--- src/hdl/lcsl_pkg.sv ---
`default_nettype none

package lcsl_pkg;

   localparam int SYM_W = 8;
   localparam int LEN_W = 7;
   localparam logic [LEN_W-1:0] LEN_MAX = 7'd127;

   // Codes of the action field.
   localparam logic ACT_FIRST  = 1'b0;
   localparam logic ACT_SECOND = 1'b1;

   typedef enum logic [2:0] {
      ST_IDLE = 3'b001,
      ST_RUN  = 3'b010,
      ST_DONE = 3'b100
   } state_type;

endpackage

`default_nettype wire

--- src/hdl/lcsl_ram.sv ---
`default_nettype none

module lcsl_ram #(
   parameter int WIDTH = 8,
   parameter int DEPTH = 64
) (
   input  wire logic                                       clock,
   input  wire logic                                       wr_en,
   input  wire logic [((DEPTH > 1) ? $clog2(DEPTH) : 1)-1:0] wr_addr,
   input  wire logic [WIDTH-1:0]                           wr_data,
   input  wire logic                                       rd_en,
   input  wire logic [((DEPTH > 1) ? $clog2(DEPTH) : 1)-1:0] rd_addr,
   output logic      [WIDTH-1:0]                           rd_data
);

   logic [WIDTH-1:0] mem_ff [DEPTH];

   always_ff @(posedge clock) begin
      if (wr_en) begin
         mem_ff[wr_addr] <= wr_data;
      end
      if (rd_en) begin
         rd_data <= mem_ff[rd_addr];
      end
   end

endmodule

`default_nettype wire

--- src/hdl/lcs_length_unit.sv ---
`default_nettype none

// Longest common subsequence length of two byte strings.
// Give one beat with start high while busy is low. A beat with action 0
// appends a byte of the first string to the store of MAX_LEN bytes; further
// bytes are dropped and the too_long flag of the pair is set. Busy stays
// low for such a beat. A beat with action 1 carries a byte of the second
// string and sweeps the stored score row, one entry per cycle, through a
// single compare and max unit fed by registered memory reads. Busy stays
// high while the N stored bytes (at most MAX_LEN) are swept and in the done
// state after the sweep. When that beat also has last set, the final busy
// cycle carries the result: rsp_strobe is high for one cycle with
// rsp_lcs_length and rsp_too_long, and the store, row and flag are then
// empty for the next pair. Lengths above 127 read as 127.
// The result is never held back: the receiver takes it in that cycle.
// Reset empties the pair; no clearing pass is needed because a row entry is
// zeroed when its byte is stored.
module lcs_length_unit #(
   parameter int MAX_LEN = 64
) (
   input  wire logic                      clock,
   input  wire logic                      reset,
   input  wire logic                      start,
   output logic                           busy,
   input  wire logic                      req_action,
   input  wire logic [lcsl_pkg::SYM_W-1:0] req_symbol,
   input  wire logic                      req_last,
   output logic                           rsp_strobe,
   output logic [lcsl_pkg::LEN_W-1:0]     rsp_lcs_length,
   output logic                           rsp_too_long
);

   import lcsl_pkg::*;

   localparam int CNT_W = $clog2(MAX_LEN + 1);
   localparam int IDX_W = (MAX_LEN > 1) ? $clog2(MAX_LEN) : 1;
   localparam int SCORE_W = CNT_W;
   localparam int WIDE_W = (SCORE_W > LEN_W) ? SCORE_W : LEN_W;

   state_type state_ff, state_in;

   logic [CNT_W-1:0]   count_ff, count_in;
   logic               trunc_ff, trunc_in;
   logic [CNT_W-1:0]   rd_idx_ff, rd_idx_in;
   logic [IDX_W-1:0]   wr_idx_ff;
   logic               have_ff, have_in;
   logic [SYM_W-1:0]   sym_ff;
   logic               last_ff;
   logic [SCORE_W-1:0] diag_ff, diag_in;
   logic [SCORE_W-1:0] left_ff, left_in;

   logic               accept;
   logic               append;
   logic               rd_en;
   logic [SYM_W-1:0]   fs_rd_data;
   logic [SCORE_W-1:0] up;
   logic [SCORE_W-1:0] val;
   logic               sr_wr_en;
   logic [IDX_W-1:0]   sr_wr_addr;
   logic [SCORE_W-1:0] sr_wr_data;
   logic [WIDE_W-1:0]  left_wide;

   assign busy   = (state_ff != ST_IDLE);
   assign accept = start && !busy;
   assign append = accept && (req_action == ACT_FIRST) && (count_ff < CNT_W'(MAX_LEN));
   assign rd_en  = (state_ff == ST_RUN) && (rd_idx_ff < count_ff);

   lcsl_ram #(
      .WIDTH (SYM_W),
      .DEPTH (MAX_LEN)
   ) u_first_ram (
      .clock   (clock),
      .wr_en   (append),
      .wr_addr (count_ff[IDX_W-1:0]),
      .wr_data (req_symbol),
      .rd_en   (rd_en),
      .rd_addr (rd_idx_ff[IDX_W-1:0]),
      .rd_data (fs_rd_data)
   );

   lcsl_ram #(
      .WIDTH (SCORE_W),
      .DEPTH (MAX_LEN)
   ) u_score_ram (
      .clock   (clock),
      .wr_en   (sr_wr_en),
      .wr_addr (sr_wr_addr),
      .wr_data (sr_wr_data),
      .rd_en   (rd_en),
      .rd_addr (rd_idx_ff[IDX_W-1:0]),
      .rd_data (up)
   );

   // One cell of the recurrence: a match extends the diagonal, else the max.
   always_comb begin
      if (fs_rd_data == sym_ff) begin
         val = diag_ff + SCORE_W'(1);
      end else if (up > left_ff) begin
         val = up;
      end else begin
         val = left_ff;
      end
   end

   // A newly stored byte starts its column at zero.
   always_comb begin
      if (state_ff == ST_RUN && have_ff) begin
         sr_wr_en   = 1'b1;
         sr_wr_addr = wr_idx_ff;
         sr_wr_data = val;
      end else begin
         sr_wr_en   = append;
         sr_wr_addr = count_ff[IDX_W-1:0];
         sr_wr_data = '0;
      end
   end

   always_comb begin
      state_in  = state_ff;
      count_in  = count_ff;
      trunc_in  = trunc_ff;
      rd_idx_in = rd_idx_ff;
      have_in   = 1'b0;
      diag_in   = diag_ff;
      left_in   = left_ff;
      unique case (state_ff)
         ST_IDLE: begin
            if (accept) begin
               if (req_action == ACT_FIRST) begin
                  if (append) begin
                     count_in = count_ff + CNT_W'(1);
                  end else begin
                     trunc_in = 1'b1;
                  end
               end else begin
                  rd_idx_in = '0;
                  diag_in   = '0;
                  left_in   = '0;
                  state_in  = ST_RUN;
               end
            end
         end
         ST_RUN: begin
            if (have_ff) begin
               diag_in = up;
               left_in = val;
            end
            if (rd_en) begin
               rd_idx_in = rd_idx_ff + CNT_W'(1);
               have_in   = 1'b1;
            end else begin
               state_in = ST_DONE;
            end
         end
         ST_DONE: begin
            if (last_ff) begin
               count_in = '0;
               trunc_in = 1'b0;
            end
            state_in = ST_IDLE;
         end
         default: begin
            state_in = ST_IDLE;
         end
      endcase
   end

   always_ff @(posedge clock) begin
      if (reset) begin
         state_ff <= ST_IDLE;
         count_ff <= '0;
         trunc_ff <= 1'b0;
         have_ff  <= 1'b0;
      end else begin
         state_ff <= state_in;
         count_ff <= count_in;
         trunc_ff <= trunc_in;
         have_ff  <= have_in;
      end
   end

   always_ff @(posedge clock) begin
      rd_idx_ff <= rd_idx_in;
      wr_idx_ff <= rd_idx_ff[IDX_W-1:0];
      diag_ff   <= diag_in;
      left_ff   <= left_in;
      if (accept) begin
         sym_ff  <= req_symbol;
         last_ff <= req_last;
      end
   end

   assign left_wide  = WIDE_W'(left_ff);
   assign rsp_strobe = (state_ff == ST_DONE) && last_ff;
   assign rsp_too_long = trunc_ff;

   always_comb begin
      if (left_wide > WIDE_W'(LEN_MAX)) begin
         rsp_lcs_length = LEN_MAX;
      end else begin
         rsp_lcs_length = left_wide[LEN_W-1:0];
      end
   end

endmodule

`default_nettype wire
--- config.mk ---
export PLATFORM = sky130hd
export DESIGN_NAME = lcs_length_unit
export DESIGN_NICKNAME = d
export VERILOG_FILES = /design/src/hdl/lcsl_pkg.sv /design/src/hdl/lcsl_ram.sv /design/src/hdl/lcs_length_unit.sv
export SDC_FILE = /design/constraint.sdc
export NUM_CORES = 1
export LEC_CHECK = 0
export BUFFER_PORTS_ARGS = -buffer_cell sky130_fd_sc_hd__buf_2
export CAP_MARGIN = 20
export CORE_ASPECT_RATIO = 1.4
export CORE_MARGIN = 5
export CORE_UTILIZATION = 63
export DETAILED_ROUTE_END_ITERATION = 8
export PLACE_DENSITY = 0.79
export RECOVER_POWER = 100
export SYNTH_ARGS = -nofsm -noshare
export SYNTH_HDL_FRONTEND = slang
export SYNTH_SLANG_ARGS = --single-unit
--- constraint.sdc ---
create_clock -name clock -period 6 [get_ports clock]
set_input_delay 0.6 -clock clock [delete_from_list [all_inputs] [get_ports clock]]
set_output_delay 0.6 -clock clock [all_outputs]
set_load 0.01 [all_outputs]
==> results of run 1 <==
==> flip-flops by register name, summed over array words and instances, names as in the netlist <==
signal / flops
u_score_ram.rd_data: 7
u_score_ram.mem_ff: 448
u_first_ram.mem_ff: 512
last_ff: 1
have_ff: 1
sym_ff: 8
state_ff: 3
u_first_ram.rd_data: 8
left_ff: 7
diag_ff: 7
rd_idx_ff: 7
count_ff: 7
rsp_too_long: 1
wr_idx_ff: 6
==> cell type report <==
cell class                 instances  area [um^2]  area share [%]
tap                              832         1041           2.365
antenna                            2        5.005         0.01137
clock buffer                     111         2297           5.218
sequential                      1023        30540           69.37
multi-input combinational        885         9107           20.69
inverter                          19        71.32          0.1620
clock inverter                    44        551.8           1.253
timing repair buffer              73        412.9          0.9378
==> worst min-delay path by stage <==
stage | from | endpoint | cells after the start
3_5_place_dp | count_ff[6] | count_ff[6] | 2
3_3_place_gp | count_ff[6] | count_ff[6] | 2
5_1_grt | reset | have_ff | 2
4_1_cts | reset | have_ff | 2
6_report | reset | have_ff | 2
2_1_floorplan | rd_idx_ff[2] | wr_idx_ff[2] | 0
==> layout by cell type (no fill, tap or decap), types with 8 or more instances in the layout <==
cell          n
ha_1         16
and4_1        8
clkinv_1     16
a211oi_1     34
buf_2        11
xor2_1       13
inv_1        18
edfxtp_1   1005
dfxtp_1      18
a21oi_1      27
nand2_1      59
nor2_1      163
mux2i_1      65
clkbuf_1     67
a21o_1        8
o21ai_1      10
buf_4         9
mux4_2      220
o22ai_1      55
xnor2_1       8
nand3_1      33
and3_1       13
nor3_1       28
bufinv_16    13
nor2b_1      11
clkbuf_16    87
a22oi_1      21
==> power breakdown <==
part	switching [mW]	leakage (nW)	internal [mW]
logic	0.294	2.96	0.163
registers	0.0185	8.97	7.82
clock network	2.44	1.38	3.27
==> kinds of logic after synthesis <==
kind of cell	after synthesis
buf+inv	123
xor+xnor	21
compound gates	197
simple gates	366
fa+ha+maj	16
flops	1023
mux	285
==> worst register-to-register path, stage by stage (launching register included) <==
cell	delay, ns
edfxtp_1	0.32
clkbuf_1	1.52
and2_0	1.08
nor2b_1	0.86
nand2_1	0.21
nand3_1	0.36
and4_1	0.23
==> stage by stage <==
stage	instance area [um^2]	hold slack, ns	std cells	utilization [%]	power, mW
floorplan	40250	0.3686	2031	-	8.256
global placement	41320	0.4696	2828	65.29	8.422
detailed placement	41330	0.4700	2830	65.32	8.434
CTS	44180	0.1660	2985	69.82	14.04
global route	44020	0.1841	2987	69.56	14.38
finish	44030	0.2014	2989	69.57	14.00
==> metal layers <==
layer	vias up	track usage, %	wire length [um]
li1	8460	-	-
met1	10670	35.92	32900
met2	1345	45.95	47550
met3	280	4.053	7932
met4	2	14.03	6161
met5	-	0	17
==> flow_metrics.env, run 1 <==
export IMPL_outcome="finished, violations left"
export IMPL_violations="max-capacitance violations, max-slew violations"
export IMPL_cts_buffers=85
export IMPL_setup_tns_ns=0
export IMPL_critPathCapture="u_score_ram.rd_data[5]"
export IMPL_drive_above_1_share_pct=17.77
export IMPL_critPathLaunchType="flop"
export IMPL_nets=2116
export IMPL_synthSimpleGateAreaFrac_pct=4.287
export IMPL_gp_congestion=0.8833
export IMPL_drc=0
export IMPL_synth_nets=2060
export IMPL_dieArea_mm2=0.06911
export IMPL_fin_ws_ns=1.304
export IMPL_initial_core_util_pct=63.60
export IMPL_syn_to_final_growth_pct=9.392
export IMPL_muxShareOfSynthArea_pct=13.93
export IMPL_first_pass_iters=6
export IMPL_synth_commonest_cells="edfxtp_1, mux4_2, nor2_1"
export IMPL_clock_root_buffer="clkbuf_16"
export IMPL_path_depth=6
export IMPL_yosysTopAreaCell="edfxtp_1"
export IMPL_ios=23
export IMPL_max_stage_delay_ns=1.52
export IMPL_ys_seq_area_share_pct=75.88
export IMPL_ff2ff_setup_slack_ns=1.30
export IMPL_hold_viol_final=0
export IMPL_ys_ff_latch=1023
export IMPL_synth_edf_count=1005
export IMPL_setup_violations=0
export IMPL_htreeDepth=3
export IMPL_fp_dieH_um=309.1
export IMPL_fin_skew_ns=0.01741
export IMPL_synth_fa_ha_area_share_pct=0.4974
export IMPL_p_leak_nw=13.31
export IMPL_syn_area_mm2=0.04025
export IMPL_ff2ff_path_depth=6
export IMPL_worstHoldPathType="input port to flop"
export IMPL_drt_iter0_drc=2873
export IMPL_powerDensity_mw_per_mm2=318.1
export IMPL_synth_top_cell_area_share_pct=74.99
export IMPL_first_global_vias=20890
export IMPL_core_area_mm2=0.06328
export IMPL_min_period_ns=4.696
export IMPL_wl_per_cell_um=31.64
export IMPL_num_rows=109
export IMPL_async_flop_share_pct=0
export IMPL_grt_start_max_net_pins=136
export IMPL_grt_use_total_pct=27.48
export IMPL_crit_type="flop to flop"
export IMPL_io_buffer_count=22
export IMPL_synth_top_family_by_area="multiplexers"
export IMPL_cts_setup_buffers=0
export IMPL_crit_chain="clkbuf_1, and2_0, nor2b_1, nand2_1, nand3_1, and4_1"
export IMPL_crit_buf_inv=1
export IMPL_drt_total_wl_um=94560
export IMPL_overflow=0
export IMPL_slew_headroom_pct=-118.4
export IMPL_ctsResizeCount=0
export IMPL_ys_warn_count=0
export IMPL_yosysMostFrequentCell="edfxtp_1"
export IMPL_arrival_ns=5.20
export IMPL_synth_xor_area_share_pct=0.4570
export IMPL_cp_data_required_time_ns=6.51
export IMPL_cp_slowest_cell="clkbuf_1"
export IMPL_synthFlopType="edfxtp_1"
export IMPL_clk_pin_slew_ns=0.07
export IMPL_grt_pass1_wl_um=139100
export IMPL_synth_compound_area_share_pct=3.426
export IMPL_ctsHoldBuffers=0
export IMPL_path_max_fanout=32
export IMPL_end_kind="flop"
export IMPL_fillers=3719
export IMPL_rsz0062_at_grt="false"
export IMPL_grt_antenna_before_repair=1
export IMPL_dp_hpwl_um=58690
export IMPL_ys_top_cells_by_area="edfxtp_1, mux4_2, mux2i_1, nor2_1, dfxtp_1"
export IMPL_num_vias=20750
export IMPL_final_max_slew_viol_count=796
export IMPL_crit_start="rd_idx_ff[3]"
export IMPL_critical_path_top_delay_family="simple AND/OR/NAND/NOR gates"
export IMPL_reg2reg_from="rd_idx_ff[3]"
export IMPL_clkLatencyLatePin_ns=0.64
export IMPL_syn_area_per_cell_um2=19.82
export IMPL_drv_cap=17
export IMPL_period_share_pct=78.27
export IMPL_antenna_left=0
export IMPL_pre_cts_slack_ns=2.453
export IMPL_cts_tree="done"
export IMPL_cts_sinks=1023
export IMPL_ir_worst_vdd_uv=231.1
export IMPL_die_width_um=223.6
export IMPL_synthCells=2031
export IMPL_yosysUniqueCellTypes=58
export IMPL_r2r_end="u_score_ram.rd_data[5]"
export IMPL_clk_path_buf_depth=3
export IMPL_worstMarginPinSlew_ns=3.276
export IMPL_clock_fmax_mhz=212.9
export IMPL_vias_per_cell=6.943
(Power assumes the default switching activity.)
==> run 2, diff against run 1 <==
--- a/config.mk
+++ b/config.mk
@@ -9,9 +9,9 @@
 export CAP_MARGIN = 20
 export CORE_ASPECT_RATIO = 1.4
 export CORE_MARGIN = 5
-export CORE_UTILIZATION = 63
+export CORE_UTILIZATION = 57
 export DETAILED_ROUTE_END_ITERATION = 8
-export PLACE_DENSITY = 0.79
+export PLACE_DENSITY = 0.76
 export RECOVER_POWER = 100
 export SYNTH_ARGS = -nofsm -noshare
 export SYNTH_HDL_FRONTEND = slang
==> constraint.sdc (replaced) <==
create_clock -name clock -period 4.1 [get_ports clock]
set_input_delay 0.41 -clock clock [delete_from_list [all_inputs] [get_ports clock]]
set_output_delay 0.41 -clock clock [all_outputs]
set_load 0.01 [all_outputs]
==> flow_metrics.env, run 2 (synthesized netlist as in run 1, its figures left out) <==
export IMPL_clk_pin_slew_ns=0.06
export IMPL_num_vias=20360
export IMPL_dieArea_mm2=0.07610
export IMPL_die_width_um=234.6
export IMPL_p_leak_nw=13.42
export IMPL_setup_violations=0
export IMPL_vias_per_cell=6.523
export IMPL_grt_start_max_net_pins=69
export IMPL_reg2reg_from="rd_idx_ff[3]"
export IMPL_cts_buffers=88
export IMPL_fin_skew_ns=0.02560
export IMPL_critPathLaunchType="flop"
export IMPL_rsz0062_at_grt="false"
export IMPL_largest_register="u_first_ram.mem_ff"
export IMPL_fp_dieH_um=324.4
export IMPL_crit_type="flop to flop"
export IMPL_grt_pass1_wl_um=134800
export IMPL_initial_core_util_pct=57.32
export IMPL_clkLatencyLatePin_ns=0.66
export IMPL_period_share_pct=89.18
export IMPL_drv_cap=9
export IMPL_clk_path_buf_depth=3
export IMPL_power_mw=20.44
export IMPL_path_max_fanout=18
export IMPL_syn_to_final_growth_pct=10.33
export IMPL_fillers=4687
export IMPL_cp_data_required_time_ns=4.62
export IMPL_slew_headroom_pct=-105.8
export IMPL_ir_worst_vdd_uv=318.1
export IMPL_worstHoldPathType="input port to flop"
export IMPL_gp_congestion=0.9100
export IMPL_min_from="req_symbol[7]"
export IMPL_final_max_slew_viol_count=438
export IMPL_arrival_ns=4.18
export IMPL_grt_antenna_before_repair=3
export IMPL_antenna_left=0
export IMPL_final_common_cell="edfxtp_1"
export IMPL_grt_use_total_pct=24.02
export IMPL_ctsResizeCount=0
export IMPL_worstMarginPinSlew_ns=3.087
export IMPL_dp_hpwl_um=58210
export IMPL_hold_viol_final=0
export IMPL_powerDensity_mw_per_mm2=460.4
export IMPL_top_regs="u_first_ram.mem_ff x512, u_score_ram.mem_ff x448"
export IMPL_setup_tns_ns=0
export IMPL_outcome="finished, violations left"
export IMPL_seq_power_share_pct=56.1
export IMPL_first_pass_iters=6
export IMPL_crit_start="rd_idx_ff[3]"
export IMPL_combPwrFrac_pct=3.2
export IMPL_end_kind="flop"
export IMPL_wl_per_cell_um=29.03
export IMPL_clock_power_share_pct=40.7
export IMPL_violations="max-capacitance violations, max-slew violations"
export IMPL_ios=23
export IMPL_p_int_mw=16.38
export IMPL_drt_iter0_drc=2461
export IMPL_cts_sinks=1023
export IMPL_power_switching_mw=4.058
export IMPL_drc=0
export IMPL_cts_tree="done"
export IMPL_switching_share_pct=19.85
export IMPL_clock_fmax_mhz=273.5
export IMPL_io_buffer_count=22
export IMPL_htreeDepth=3
export IMPL_final_cell_mix="edfxtp_1, mux4_2, nor2_1"
export IMPL_nets=2139
export IMPL_drt_total_wl_um=90620
export IMPL_overflow=0
export IMPL_largest_reg_flops=512
export IMPL_drive_above_1_share_pct=18.70
export IMPL_core_area_mm2=0.07022
export IMPL_num_rows=115
export IMPL_min_period_ns=3.656
export IMPL_first_global_vias=20800
export IMPL_clock_root_buffer="clkbuf_16"
==> run 2: layout make-up <==
class	instances	area, um^2	area share [%]
clock buffer	110	2391	5.385
clock inverter	52	486.7	1.096
multi-input combinational	885	9183	20.68
antenna	3	7.507	0.01691
inverter	19	71.32	0.1606
sequential	1023	30540	68.78
timing repair buffer	93	553.0	1.245
tap	936	1171	2.638
==> run 2: critical path, cell delays in order (launching register included) <==
cell,delay [ns]
edfxtp_1,0.90
clkbuf_1,0.94
nand2b_1,0.47
or3b_1,0.43
o22ai_1,0.13
nor2_1,0.41
and3_1,0.22
==> run 2: repair_timing <==
action,in CTS,in global routing
endpoints found under the hold margin,3,0
buffers inserted,0,0
hold buffers,2,0
==> run 2: through the flow <==
stage / cells / setup slack (ns) / hold WS, ns / cell area, um^2 / util (%)
after floorplan: 2031 / 0.4534 / 0.3686 / 40280 / -
after global placement: 2953 / 1.005 / 0.4932 / 41650 / 59.31
after detailed placement: 2953 / 0.8310 / 0.4911 / 41650 / 59.31
after CTS: 3117 / 0.8208 / 0.1162 / 44550 / 63.44
after global routing: 3118 / 0.3735 / 0.3247 / 44400 / 63.23
final: 3121 / 0.4438 / 0.2840 / 44400 / 63.24
==> run 2: routing by layer <==
layer / track usage, % / wire length [um]
met5: 0 / 13
met1: 31.40 / 32320
met4: 10.96 / 4205
met2: 40.42 / 47330
met3: 3.372 / 6748
==> run 2: path summary, 6_finish.rpt <==
path | to | slack [ns] | cells past startpoint
setup / recovery | u_score_ram.rd_data[0] | 0.44 | 6
hold / removal | u_first_ram.mem_ff[20][7] | 0.28 | 1
setup reg to reg | u_score_ram.rd_data[0] | 0.44 | 6
hold reg to reg | count_ff[6] | 0.51 | 2
==> run 2: power by group through the flow <==
stage                     registers [mW]  clock network (mW)  logic, mW
after floorplan                     11.7                   0      0.414
final                               11.5                8.32      0.658
after global placement              11.7                   0      0.642
after CTS                           11.5                8.41      0.666
after detailed placement            11.7                   0      0.661
after global routing                11.5                8.85      0.699
